`src/sv/pts_pkg.sv`:
```
// Shared types and constants for the priority task scheduler.
package pts_pkg;

  localparam logic [2:0] CMD_CREATE    = 3'd0;
  localparam logic [2:0] CMD_START     = 3'd1;
  localparam logic [2:0] CMD_TERMINATE = 3'd2;
  localparam logic [2:0] CMD_SUSPEND   = 3'd3;
  localparam logic [2:0] CMD_RESUME    = 3'd4;
  localparam logic [2:0] CMD_SLEEP     = 3'd5;
  localparam logic [2:0] CMD_YIELD     = 3'd6;
  localparam logic [2:0] CMD_TICK      = 3'd7;

  localparam logic [2:0] ST_DEAD      = 3'd0;
  localparam logic [2:0] ST_READY     = 3'd1;
  localparam logic [2:0] ST_RUNNING   = 3'd2;
  localparam logic [2:0] ST_SUSPENDED = 3'd3;
  localparam logic [2:0] ST_SLEEPING  = 3'd4;

  localparam logic [2:0] ERR_OK          = 3'd0;
  localparam logic [2:0] ERR_FULL        = 3'd1;
  localparam logic [2:0] ERR_NOT_FOUND   = 3'd2;
  localparam logic [2:0] ERR_NOT_SUSP_OK = 3'd3;
  localparam logic [2:0] ERR_NOT_SUSP    = 3'd4;
  localparam logic [2:0] ERR_NO_RUN      = 3'd5;

  // Commands from the controller to the datapath.
  typedef struct packed {
    logic load;      // capture a new command and clear the scan state
    logic scan_step; // examine one slot in the current scan
    logic scan_disp; // scan is a dispatch (otherwise a lookup/tick pass)
    logic commit;    // apply the command's effect
    logic pick;      // apply the dispatch result
  } pts_ctl_t;

  // Status from the datapath to the controller.
  typedef struct packed {
    logic need_disp; // committed command asks for a dispatch
  } pts_sts_t;

endpackage

```
`src/sv/pts_ctrl.sv`:
```
// Controller state machine for the priority task scheduler.
module pts_ctrl
  import pts_pkg::*;
#(
  parameter int SLOTS = 8
) (
  input  logic     clk,
  input  logic     rst_n,
  input  logic     in_fire,
  input  logic     out_fire,
  input  pts_sts_t sts,
  output pts_ctl_t ctl,
  output logic     busy,
  output logic     out_valid
);

  localparam int CW = $clog2(SLOTS + 1);

  localparam logic [2:0] S_IDLE  = 3'd0;
  localparam logic [2:0] S_SCAN  = 3'd1;
  localparam logic [2:0] S_COMIT = 3'd2;
  localparam logic [2:0] S_DSCAN = 3'd3;
  localparam logic [2:0] S_PICK  = 3'd4;
  localparam logic [2:0] S_OUT   = 3'd5;

  logic [2:0]    state_r, state_nxt;
  logic [CW-1:0] cnt_r, cnt_nxt;

  always_comb begin
    state_nxt = state_r;
    cnt_nxt   = cnt_r;
    ctl       = '0;
    unique case (state_r)
      S_IDLE: begin
        if (in_fire) begin
          ctl.load  = 1'b1;
          cnt_nxt   = '0;
          state_nxt = S_SCAN;
        end
      end
      S_SCAN: begin
        ctl.scan_step = 1'b1;
        cnt_nxt = cnt_r + 1'b1;
        if (cnt_r == CW'(SLOTS - 1)) state_nxt = S_COMIT;
      end
      S_COMIT: begin
        ctl.commit = 1'b1;
        cnt_nxt    = '0;
        state_nxt  = sts.need_disp ? S_DSCAN : S_OUT;
      end
      S_DSCAN: begin
        ctl.scan_step = 1'b1;
        ctl.scan_disp = 1'b1;
        cnt_nxt = cnt_r + 1'b1;
        if (cnt_r == CW'(SLOTS - 1)) state_nxt = S_PICK;
      end
      S_PICK: begin
        ctl.pick  = 1'b1;
        state_nxt = S_OUT;
      end
      S_OUT: begin
        if (out_fire) state_nxt = S_IDLE;
      end
      default: state_nxt = S_IDLE;
    endcase
  end

  always_ff @(posedge clk) begin
    if (!rst_n) begin
      state_r <= S_IDLE;
      cnt_r   <= '0;
    end else begin
      state_r <= state_nxt;
      cnt_r   <= cnt_nxt;
    end
  end

  assign busy      = (state_r != S_IDLE);
  assign out_valid = (state_r == S_OUT);

endmodule

```
`src/sv/pts_dpath.sv`:
```
// Datapath of the priority task scheduler: task table, scan unit and result.
module pts_dpath
  import pts_pkg::*;
#(
  parameter int SLOTS        = 8,
  parameter int LOWEST_LEVEL = 15
) (
  input  logic        clk,
  input  logic        rst_n,
  input  pts_ctl_t    ctl,
  output pts_sts_t    sts,
  input  logic [2:0]  cmd_in,
  input  logic [3:0]  pri_in,
  input  logic [15:0] tid_in,
  input  logic [14:0] ticks_in,
  output logic [2:0]  error_code,
  output logic        dispatched,
  output logic [2:0]  running_slot,
  output logic [15:0] running_id,
  output logic        idle,
  output logic [15:0] created_id
);

  localparam int IW = $clog2(SLOTS);
  localparam int PW = $clog2(LOWEST_LEVEL + 2);
  localparam int LW = $clog2(SLOTS + 1);

  logic [2:0]  status_r [SLOTS];
  logic [2:0]  saved_r  [SLOTS];
  logic [3:0]  prio_r   [SLOTS];
  logic [15:0] id_r     [SLOTS];
  logic [15:0] sleep_r  [SLOTS];

  logic [IW-1:0] last_r, run_r;
  logic [LW-1:0] live_r;
  logic [15:0]   idc_r;
  logic          idle_r, started_r;

  logic [2:0]  cmd_r;
  logic [3:0]  pri_r;
  logic [15:0] tid_r;
  logic [14:0] ticks_r;

  // Scan state: pointer, lookup results, dispatch best.
  logic [IW-1:0] ptr_r;
  logic          dead_hit_r, id_hit_r;
  logic [IW-1:0] dead_idx_r, id_idx_r;
  logic          any_r;
  logic [PW-1:0] best_r;
  logic [IW-1:0] found_r;
  logic          disp_r;
  logic [2:0]    err_r;
  logic [15:0]   created_r;

  logic [IW-1:0] ptr_inc, last_inc;
  assign ptr_inc  = (ptr_r == IW'(SLOTS - 1)) ? '0 : ptr_r + 1'b1;
  assign last_inc = (last_r == IW'(SLOTS - 1)) ? '0 : last_r + 1'b1;

  logic [2:0] ks, kv;
  assign ks = status_r[id_idx_r];
  assign kv = saved_r[id_idx_r];

  // Whether the command being committed asks for a dispatch pass; it is read
  // by the controller in the commit cycle, so it is decoded from the state
  // as it stands before the commit.
  logic need_c;
  always_comb begin
    need_c = 1'b0;
    unique case (cmd_r)
      CMD_START:     need_c = !started_r && live_r != '0;
      CMD_TERMINATE: need_c = !idle_r;
      CMD_SLEEP:     need_c = !idle_r;
      CMD_YIELD:     need_c = !idle_r;
      CMD_SUSPEND:   need_c = id_hit_r && ks != ST_DEAD && ks != ST_SUSPENDED &&
                              !idle_r && id_idx_r == run_r;
      CMD_TICK:      need_c = started_r && idle_r;
      default:       need_c = 1'b0;
    endcase
  end

  assign sts.need_disp = need_c;

  always_ff @(posedge clk) begin
    if (!rst_n) begin
      for (int i = 0; i < SLOTS; i++) begin
        status_r[i] <= ST_DEAD;
        saved_r[i]  <= ST_DEAD;
        prio_r[i]   <= '0;
        id_r[i]     <= '0;
        sleep_r[i]  <= '0;
      end
      last_r <= '0; run_r <= '0; live_r <= '0; idc_r <= '0;
      idle_r <= 1'b1; started_r <= 1'b0;
      disp_r <= 1'b0; err_r <= ERR_OK; created_r <= '0;
    end else begin
      if (ctl.load) begin
        cmd_r <= cmd_in; pri_r <= pri_in; tid_r <= tid_in; ticks_r <= ticks_in;
        ptr_r <= '0; dead_hit_r <= 1'b0; id_hit_r <= 1'b0;
        dead_idx_r <= '0; id_idx_r <= '0;
        disp_r <= 1'b0; err_r <= ERR_OK; created_r <= '0;
      end
      if (ctl.scan_step && !ctl.scan_disp) begin
        // Lookup pass, which also carries the tick countdown of one slot.
        if (!dead_hit_r && status_r[ptr_r] == ST_DEAD) begin
          dead_hit_r <= 1'b1; dead_idx_r <= ptr_r;
        end
        if (!id_hit_r && tid_r != '0 && id_r[ptr_r] == tid_r) begin
          id_hit_r <= 1'b1; id_idx_r <= ptr_r;
        end
        if (cmd_r == CMD_TICK && (status_r[ptr_r] == ST_SLEEPING ||
            (status_r[ptr_r] == ST_SUSPENDED && saved_r[ptr_r] == ST_SLEEPING))) begin
          if (sleep_r[ptr_r] <= 16'd1) begin
            sleep_r[ptr_r] <= '0;
            if (status_r[ptr_r] == ST_SLEEPING) status_r[ptr_r] <= ST_READY;
            else saved_r[ptr_r] <= ST_READY;
          end else begin
            sleep_r[ptr_r] <= sleep_r[ptr_r] - 1'b1;
          end
        end
        ptr_r <= ptr_inc;
      end
      if (ctl.commit) begin
        ptr_r  <= last_inc;
        any_r  <= 1'b0;
        best_r <= PW'(LOWEST_LEVEL + 1);
        found_r <= '0;
        unique case (cmd_r)
          CMD_CREATE: begin
            if (!dead_hit_r || live_r >= LW'(SLOTS)) begin
              err_r <= ERR_FULL;
            end else begin
              idc_r <= (idc_r == 16'hFFFF) ? 16'd1 : idc_r + 1'b1;
              created_r <= (idc_r == 16'hFFFF) ? 16'd1 : idc_r + 1'b1;
              id_r[dead_idx_r] <= (idc_r == 16'hFFFF) ? 16'd1 : idc_r + 1'b1;
              status_r[dead_idx_r] <= ST_READY;
              saved_r[dead_idx_r]  <= ST_DEAD;
              prio_r[dead_idx_r]   <= (32'(pri_r) > LOWEST_LEVEL) ?
                                      4'(LOWEST_LEVEL) : pri_r;
              sleep_r[dead_idx_r]  <= '0;
              live_r <= live_r + 1'b1;
            end
          end
          CMD_START: begin
            if (!started_r && live_r != '0) begin
              started_r <= 1'b1;
            end
          end
          CMD_TERMINATE: begin
            if (idle_r) err_r <= ERR_NO_RUN;
            else begin
              status_r[run_r] <= ST_DEAD;
              if (live_r != '0) live_r <= live_r - 1'b1;
            end
          end
          CMD_SUSPEND: begin
            if (!id_hit_r) err_r <= ERR_NOT_FOUND;
            else if (ks == ST_DEAD || ks == ST_SUSPENDED) err_r <= ERR_NOT_SUSP_OK;
            else begin
              saved_r[id_idx_r]  <= (ks == ST_RUNNING) ? ST_READY : ks;
              status_r[id_idx_r] <= ST_SUSPENDED;
            end
          end
          CMD_RESUME: begin
            if (!id_hit_r) err_r <= ERR_NOT_FOUND;
            else if (ks != ST_SUSPENDED) err_r <= ERR_NOT_SUSP;
            else begin
              status_r[id_idx_r] <= (kv == ST_SLEEPING) ? ST_SLEEPING : ST_READY;
              saved_r[id_idx_r]  <= ST_SUSPENDED;
            end
          end
          CMD_SLEEP: begin
            if (idle_r) err_r <= ERR_NO_RUN;
            else begin
              status_r[run_r] <= ST_SLEEPING;
              sleep_r[run_r]  <= {1'b0, ticks_r};
            end
          end
          CMD_YIELD: begin
            if (idle_r) err_r <= ERR_NO_RUN;
            else begin
              status_r[run_r] <= ST_READY;
            end
          end
          CMD_TICK: ;
          default: ;
        endcase
      end
      if (ctl.scan_step && ctl.scan_disp) begin
        if (status_r[ptr_r] == ST_READY && PW'(prio_r[ptr_r]) < best_r) begin
          best_r <= PW'(prio_r[ptr_r]); found_r <= ptr_r; any_r <= 1'b1;
        end
        ptr_r <= ptr_inc;
      end
      if (ctl.pick) begin
        disp_r <= any_r;
        if (any_r) begin
          last_r <= found_r; run_r <= found_r;
          status_r[found_r] <= ST_RUNNING; idle_r <= 1'b0;
        end else begin
          idle_r <= 1'b1;
        end
      end
    end
  end

  assign error_code   = err_r;
  assign dispatched   = disp_r;
  assign idle         = idle_r;
  assign running_slot = idle_r ? 3'd0 : 3'(run_r);
  assign running_id   = idle_r ? 16'd0 : id_r[run_r];
  assign created_id   = created_r;

endmodule

```
`src/sv/priority_task_scheduler_unit.sv`:
```
// Top level of the priority task scheduler.
//
//   Channel  Direction  Payload
//   in_*     input      command, priority_req, target_id, sleep_ticks
//   out_*    output     error_code, dispatched, running_slot, running_id,
//                       idle, created_id
//
// One transaction is handled at a time. A command runs a lookup pass and a
// commit step, then, when it needs a dispatch, a dispatch pass and a pick
// step, before its result is offered; the block returns to idle before the
// next transaction is accepted. A lookup pass walks the slots one per cycle;
// a dispatch pass walks them again from the slot after the last one
// dispatched. in_tready is high only while the block is idle, and a result
// holds until out_tready takes it. Reset is synchronous, active low.
module priority_task_scheduler_unit
  import pts_pkg::*;
#(
  parameter int SLOTS        = 8,
  parameter int LOWEST_LEVEL = 15
) (
  input  logic        clk,
  input  logic        rst_n,
  input  logic        in_tvalid,
  output logic        in_tready,
  // command[2:0], priority_req[6:3], target_id[22:7], sleep_ticks[37:23]
  input  logic [39:0] in_tdata,
  output logic        out_tvalid,
  input  logic        out_tready,
  // error_code[2:0], dispatched[3], running_slot[6:4], running_id[22:7],
  // idle[23], created_id[39:24]
  output logic [39:0] out_tdata
);

  pts_ctl_t ctl;
  pts_sts_t sts;
  logic     busy;
  logic [2:0]  err, rslot;
  logic        disp, idl;
  logic [15:0] rid, cid;

  assign in_tready = !busy;

  pts_ctrl #(.SLOTS(SLOTS)) u_ctrl (
    .clk, .rst_n,
    .in_fire  (in_tvalid && in_tready),
    .out_fire (out_tvalid && out_tready),
    .sts, .ctl, .busy,
    .out_valid(out_tvalid)
  );

  pts_dpath #(.SLOTS(SLOTS), .LOWEST_LEVEL(LOWEST_LEVEL)) u_dpath (
    .clk, .rst_n, .ctl, .sts,
    .cmd_in(in_tdata[2:0]), .pri_in(in_tdata[6:3]),
    .tid_in(in_tdata[22:7]), .ticks_in(in_tdata[37:23]),
    .error_code(err), .dispatched(disp), .running_slot(rslot),
    .running_id(rid), .idle(idl), .created_id(cid)
  );

  assign out_tdata = {cid, idl, rid, rslot, disp, err};

endmodule

```
`config.mk`:
```
export PLATFORM = sky130hd
export DESIGN_NAME = priority_task_scheduler_unit
export DESIGN_NICKNAME = d
export VERILOG_FILES = /design/src/sv/pts_pkg.sv /design/src/sv/pts_ctrl.sv /design/src/sv/pts_dpath.sv /design/src/sv/priority_task_scheduler_unit.sv
export SDC_FILE = /design/constraint.sdc
export NUM_CORES = 1
export LEC_CHECK = 0
export BUFFER_PORTS_ARGS = -buffer_cell sky130_fd_sc_hd__buf_2
export CAP_MARGIN = 20
export CORE_MARGIN = 5
export CORE_UTILIZATION = 52
export DETAILED_ROUTE_END_ITERATION = 10
export MAX_ROUTING_LAYER = met4
export PLACE_DENSITY = 0.82
export REMOVE_ABC_BUFFERS = 1
export SYNTH_ARGS = -nofsm -noshare
export SYNTH_HDL_FRONTEND = slang
export SYNTH_SLANG_ARGS = --single-unit
```
`constraint.sdc`:
```
create_clock -name clk -period 3.42 [get_ports clk]
set_clock_uncertainty 0.2 [all_clocks]
set_input_delay 0.171 -clock clk [delete_from_list [all_inputs] [get_ports clk]]
set_output_delay 0.171 -clock clk [all_outputs]
set_load 0.01 [all_outputs]
```
==> out/metrics.yaml <==
holdPathEnd: "u_ctrl.state_r[0]$_SDFFE_PN0P_"
cts_tree: "done"
placed_cells: 2402
synthAdderAreaFrac_pct: 0.828
cp.arrival_ps: 3780
synth_ff_type: "edfxtp_1"
outcome: "complete, but fails checks"
synthArstFlopShare_pct: 0
endpoint_kind: "register"
grt_pass1_vias: 16300
stdcell_count: 2562
grt_overflow: 0
n_antenna_cell: 0
portBuffers: 83
dieHeight_um: 216
hold_depth: 5
slew_viol_final: 0
grt_pass1_wl_um: 93700
clk_pin_slew_ps: 60
max_slew.worst_pin.slew_ps: 1030
layout-drive-gt1-share_pct: 29.1
dieArea_um2: 46700
synth_compound_gate_area_share_pct: 5.34
grt_usage_pct: 26.7
r2r-end: "u_dpath.saved_r[3][1]$_SDFFCE_PN0P_"
crit_path_max_fanout: 8
ys_seq_area_share_pct: 59.2
rsz0062_at_grt: "yes"
power_density_nw_per_um2: 480
fmax_mhz: 280
htree_levels: 2
synth_top_area_cell: "edfxtp_1"
grt_max_degree: 41
synth_edf_count: 394
worstHoldPathType: "input port to register"
synthTopCellsByArea: "edfxtp_1, mux4_2, nor2_1, dfxtp_1, mux2i_1"
drc: 0
cp.required_ps: 3630
ff2ff_path_depth: 12
dpl.hpwl_um: 38700
setup_violations: 62
hold_ws_ps: 82.5
synth_cells: 1730
max_cap_violations: 0
initial_core_util_pct: 52.6
vias: 16300
first_pass_iters: 5
synth-seq-cells: 455
synth_xor_area_share_pct: 2.18
utilization_pct: 63.9
worst-r2r-setup-slack_ps: -150
nNetsFinal: 2044
cts_sinks: 455
dieWidth_um: 216
hold_start: "in_tvalid"
cts_root_buf: "clkbuf_16"
area_growth_pct: 21.4
synth_top_area_share_pct: 53.6
routed_wirelength_um: 62700
power_leakage_nw: 9.42
max-slew-margin-rel_pct: 30.7
cts_buffer_depth: 3
routabilityCongestion: 0.941
synth_top_family_by_area: "multiplexers"
ir_worst_vdd_mv: 0.464
fill_cells: 2871
syn_area_um2: 22100
setup_ws_ps: -150
finalHoldViolations: 0
clk_latency_ps: 590
num_rows: 75
place_worst_setup_slack_ps: -118
antenna_found_initial: 0
wl_per_cell_um: 24.5
numCtsBuffers: 47
fin_tns_setup_ps: -4810
cp_slowest_stage_delay_ps: 520
ant_nets: 0
syn_area_per_cell_um2: 12.8
drt_iter0_drc: 1945
fin_crit_sh_pct: 104
synth-simple-area-share_pct: 14.4
viasPerCell: 6.35
path_class: "register to register"
core_um2: 41900
path_cells: "buf_12 -> buf_16 -> mux4_2 -> nor3_1 -> nor2_1 -> nor4_4 -> nand4_1 -> buf_4 -> a2bb2oi_4 -> nand2_1 -> buf_4 -> nor2_1"
synth_warnings: 0
violations: "negative setup slack"
cp_slowest_cell: "mux4_2"
min_period_ps: 3570
synth_mux_area_share_pct: 15.4
pin_count: 86
cp-start-kind: "register"
post_synth_num_cell_types: 87
worst max-delay path, delay by kind of cell, from the launching register on:
family                 cells  cell delay (ps)
flip-flops                 1              400
multiplexers               1              520
buffers and inverters      4              680
AO/OA/AOI/OAI              1              180
AND/OR/NAND/NOR            6             1410
power breakdown:
group | internal, mW | switching, mW
Combinational | 0.676 | 0.751
Clock | 2.91 | 2.20
Sequential | 6.20 | 0.123
per-stage QoR:
stage,power [mW],instance area [um2]
after detailed placement,7.60,24000
after global placement,7.55,24000
after floorplan,7.15,21600
after CTS,12.7,26100
final,12.9,26800
after global routing,13.2,26800
routing by layer:
layer	GRT usage, %	wire (um)	part of all wire (%)
met1	31.9	21400	34
met2	45.4	31800	51
met3	4.40	6520	10
met4	11.1	2990	4.8
met5	-	0	0
layout make-up:
cell class	count	area (um2)	area share, %
clock buffers	55	1210	4.50
clock inverters	31	290	1.08
inverters	27	101	0.378
multi-input cells	1149	8880	33.1
flip-flops and latches	455	13100	48.8
well taps	539	674	2.52
repair buffers	306	2570	9.61
timing repair:
item,4_1_cts,5_1_grt
resized for setup,23,110
hold buffers,40,0
cloned,1,2
pin swaps,11,54
endpoints found under the setup margin,159,305
buffers inserted,8,26
endpoints found under the hold margin,60,0
synth_stat cells, drive strengths merged (4+ instances only):
library cell / instances
dfxtp: 61
a21o: 5
edfxtp: 394
a211oi: 5
nor3b: 7
clkbuf: 54
or4: 4
nand2b: 13
buf: 45
or3: 5
inv: 27
ha: 13
nor3: 27
and3: 4
nand3: 32
a21oi: 65
xor2: 21
nor4: 14
and2: 7
mux2i: 63
nor2b: 11
a31oi: 13
nor2: 432
nor4b: 8
a22oi: 16
o21ai: 34
nand4: 19
mux2: 7
nand2: 123
mux4: 118
xnor2: 34
sequential cells by signal, summed over array words and instances, names as in the netlist, 4 cells and up, named ones only:
register            flops
u_dpath.tid_r          16
u_dpath.best_r          5
u_dpath.status_r       24
u_dpath.live_r          4
u_dpath.created_id     16
u_dpath.idc_r          16
u_ctrl.cnt_r            4
u_dpath.ticks_r        15
u_dpath.saved_r        24
u_dpath.pri_r           4
u_dpath.sleep_r       128
u_dpath.id_r          128
u_dpath.prio_r         32
cells by family (layout without fill, tap and decap cells):
logic type	count (synthesis)	count (layout)
muxes	188	188
buffers and inverters	126	419
xor gates and xnor gates	55	55
DFF	455	455
adders and majority gates	14	14
AOI/OAI and AO/OA	172	172
and+or+nand+nor	720	720
worst max path at each step:
stage	cells past startpoint	from	to	slack, ps
floorplan	9	register	u_dpath.saved_r[2][0]$_SDFFCE_PN0P_	-2850
global placement	11	register	register	-3
detailed placement	11	register	register	-120
CTS	11	register	u_dpath.status_r[4][0]$_SDFFCE_PN0P_	-8
global route	11	register	u_dpath.saved_r[0][0]$_SDFFCE_PN0P_	-210
finish	12	register	u_dpath.saved_r[3][1]$_SDFFCE_PN0P_	-150
cell usage in the layout (no fill, tap or decap), drive strengths merged, types with 27 or more instances in the layout:
cell type | Yosys | layout
clkbuf | 54 | 57
nand3 | 32 | 32
mux2i | 63 | 63
nor2 | 432 | 432
inv | 27 | 29
dlygate4sd3 | 0 | 40
xnor2 | 34 | 34
a21oi | 65 | 65
buf | 45 | 264
o21ai | 34 | 34
nor3 | 27 | 27
edfxtp | 394 | 394
nand2 | 123 | 123
dfxtp | 61 | 61
mux4 | 118 | 118
(Power assumes the default switching activity.)
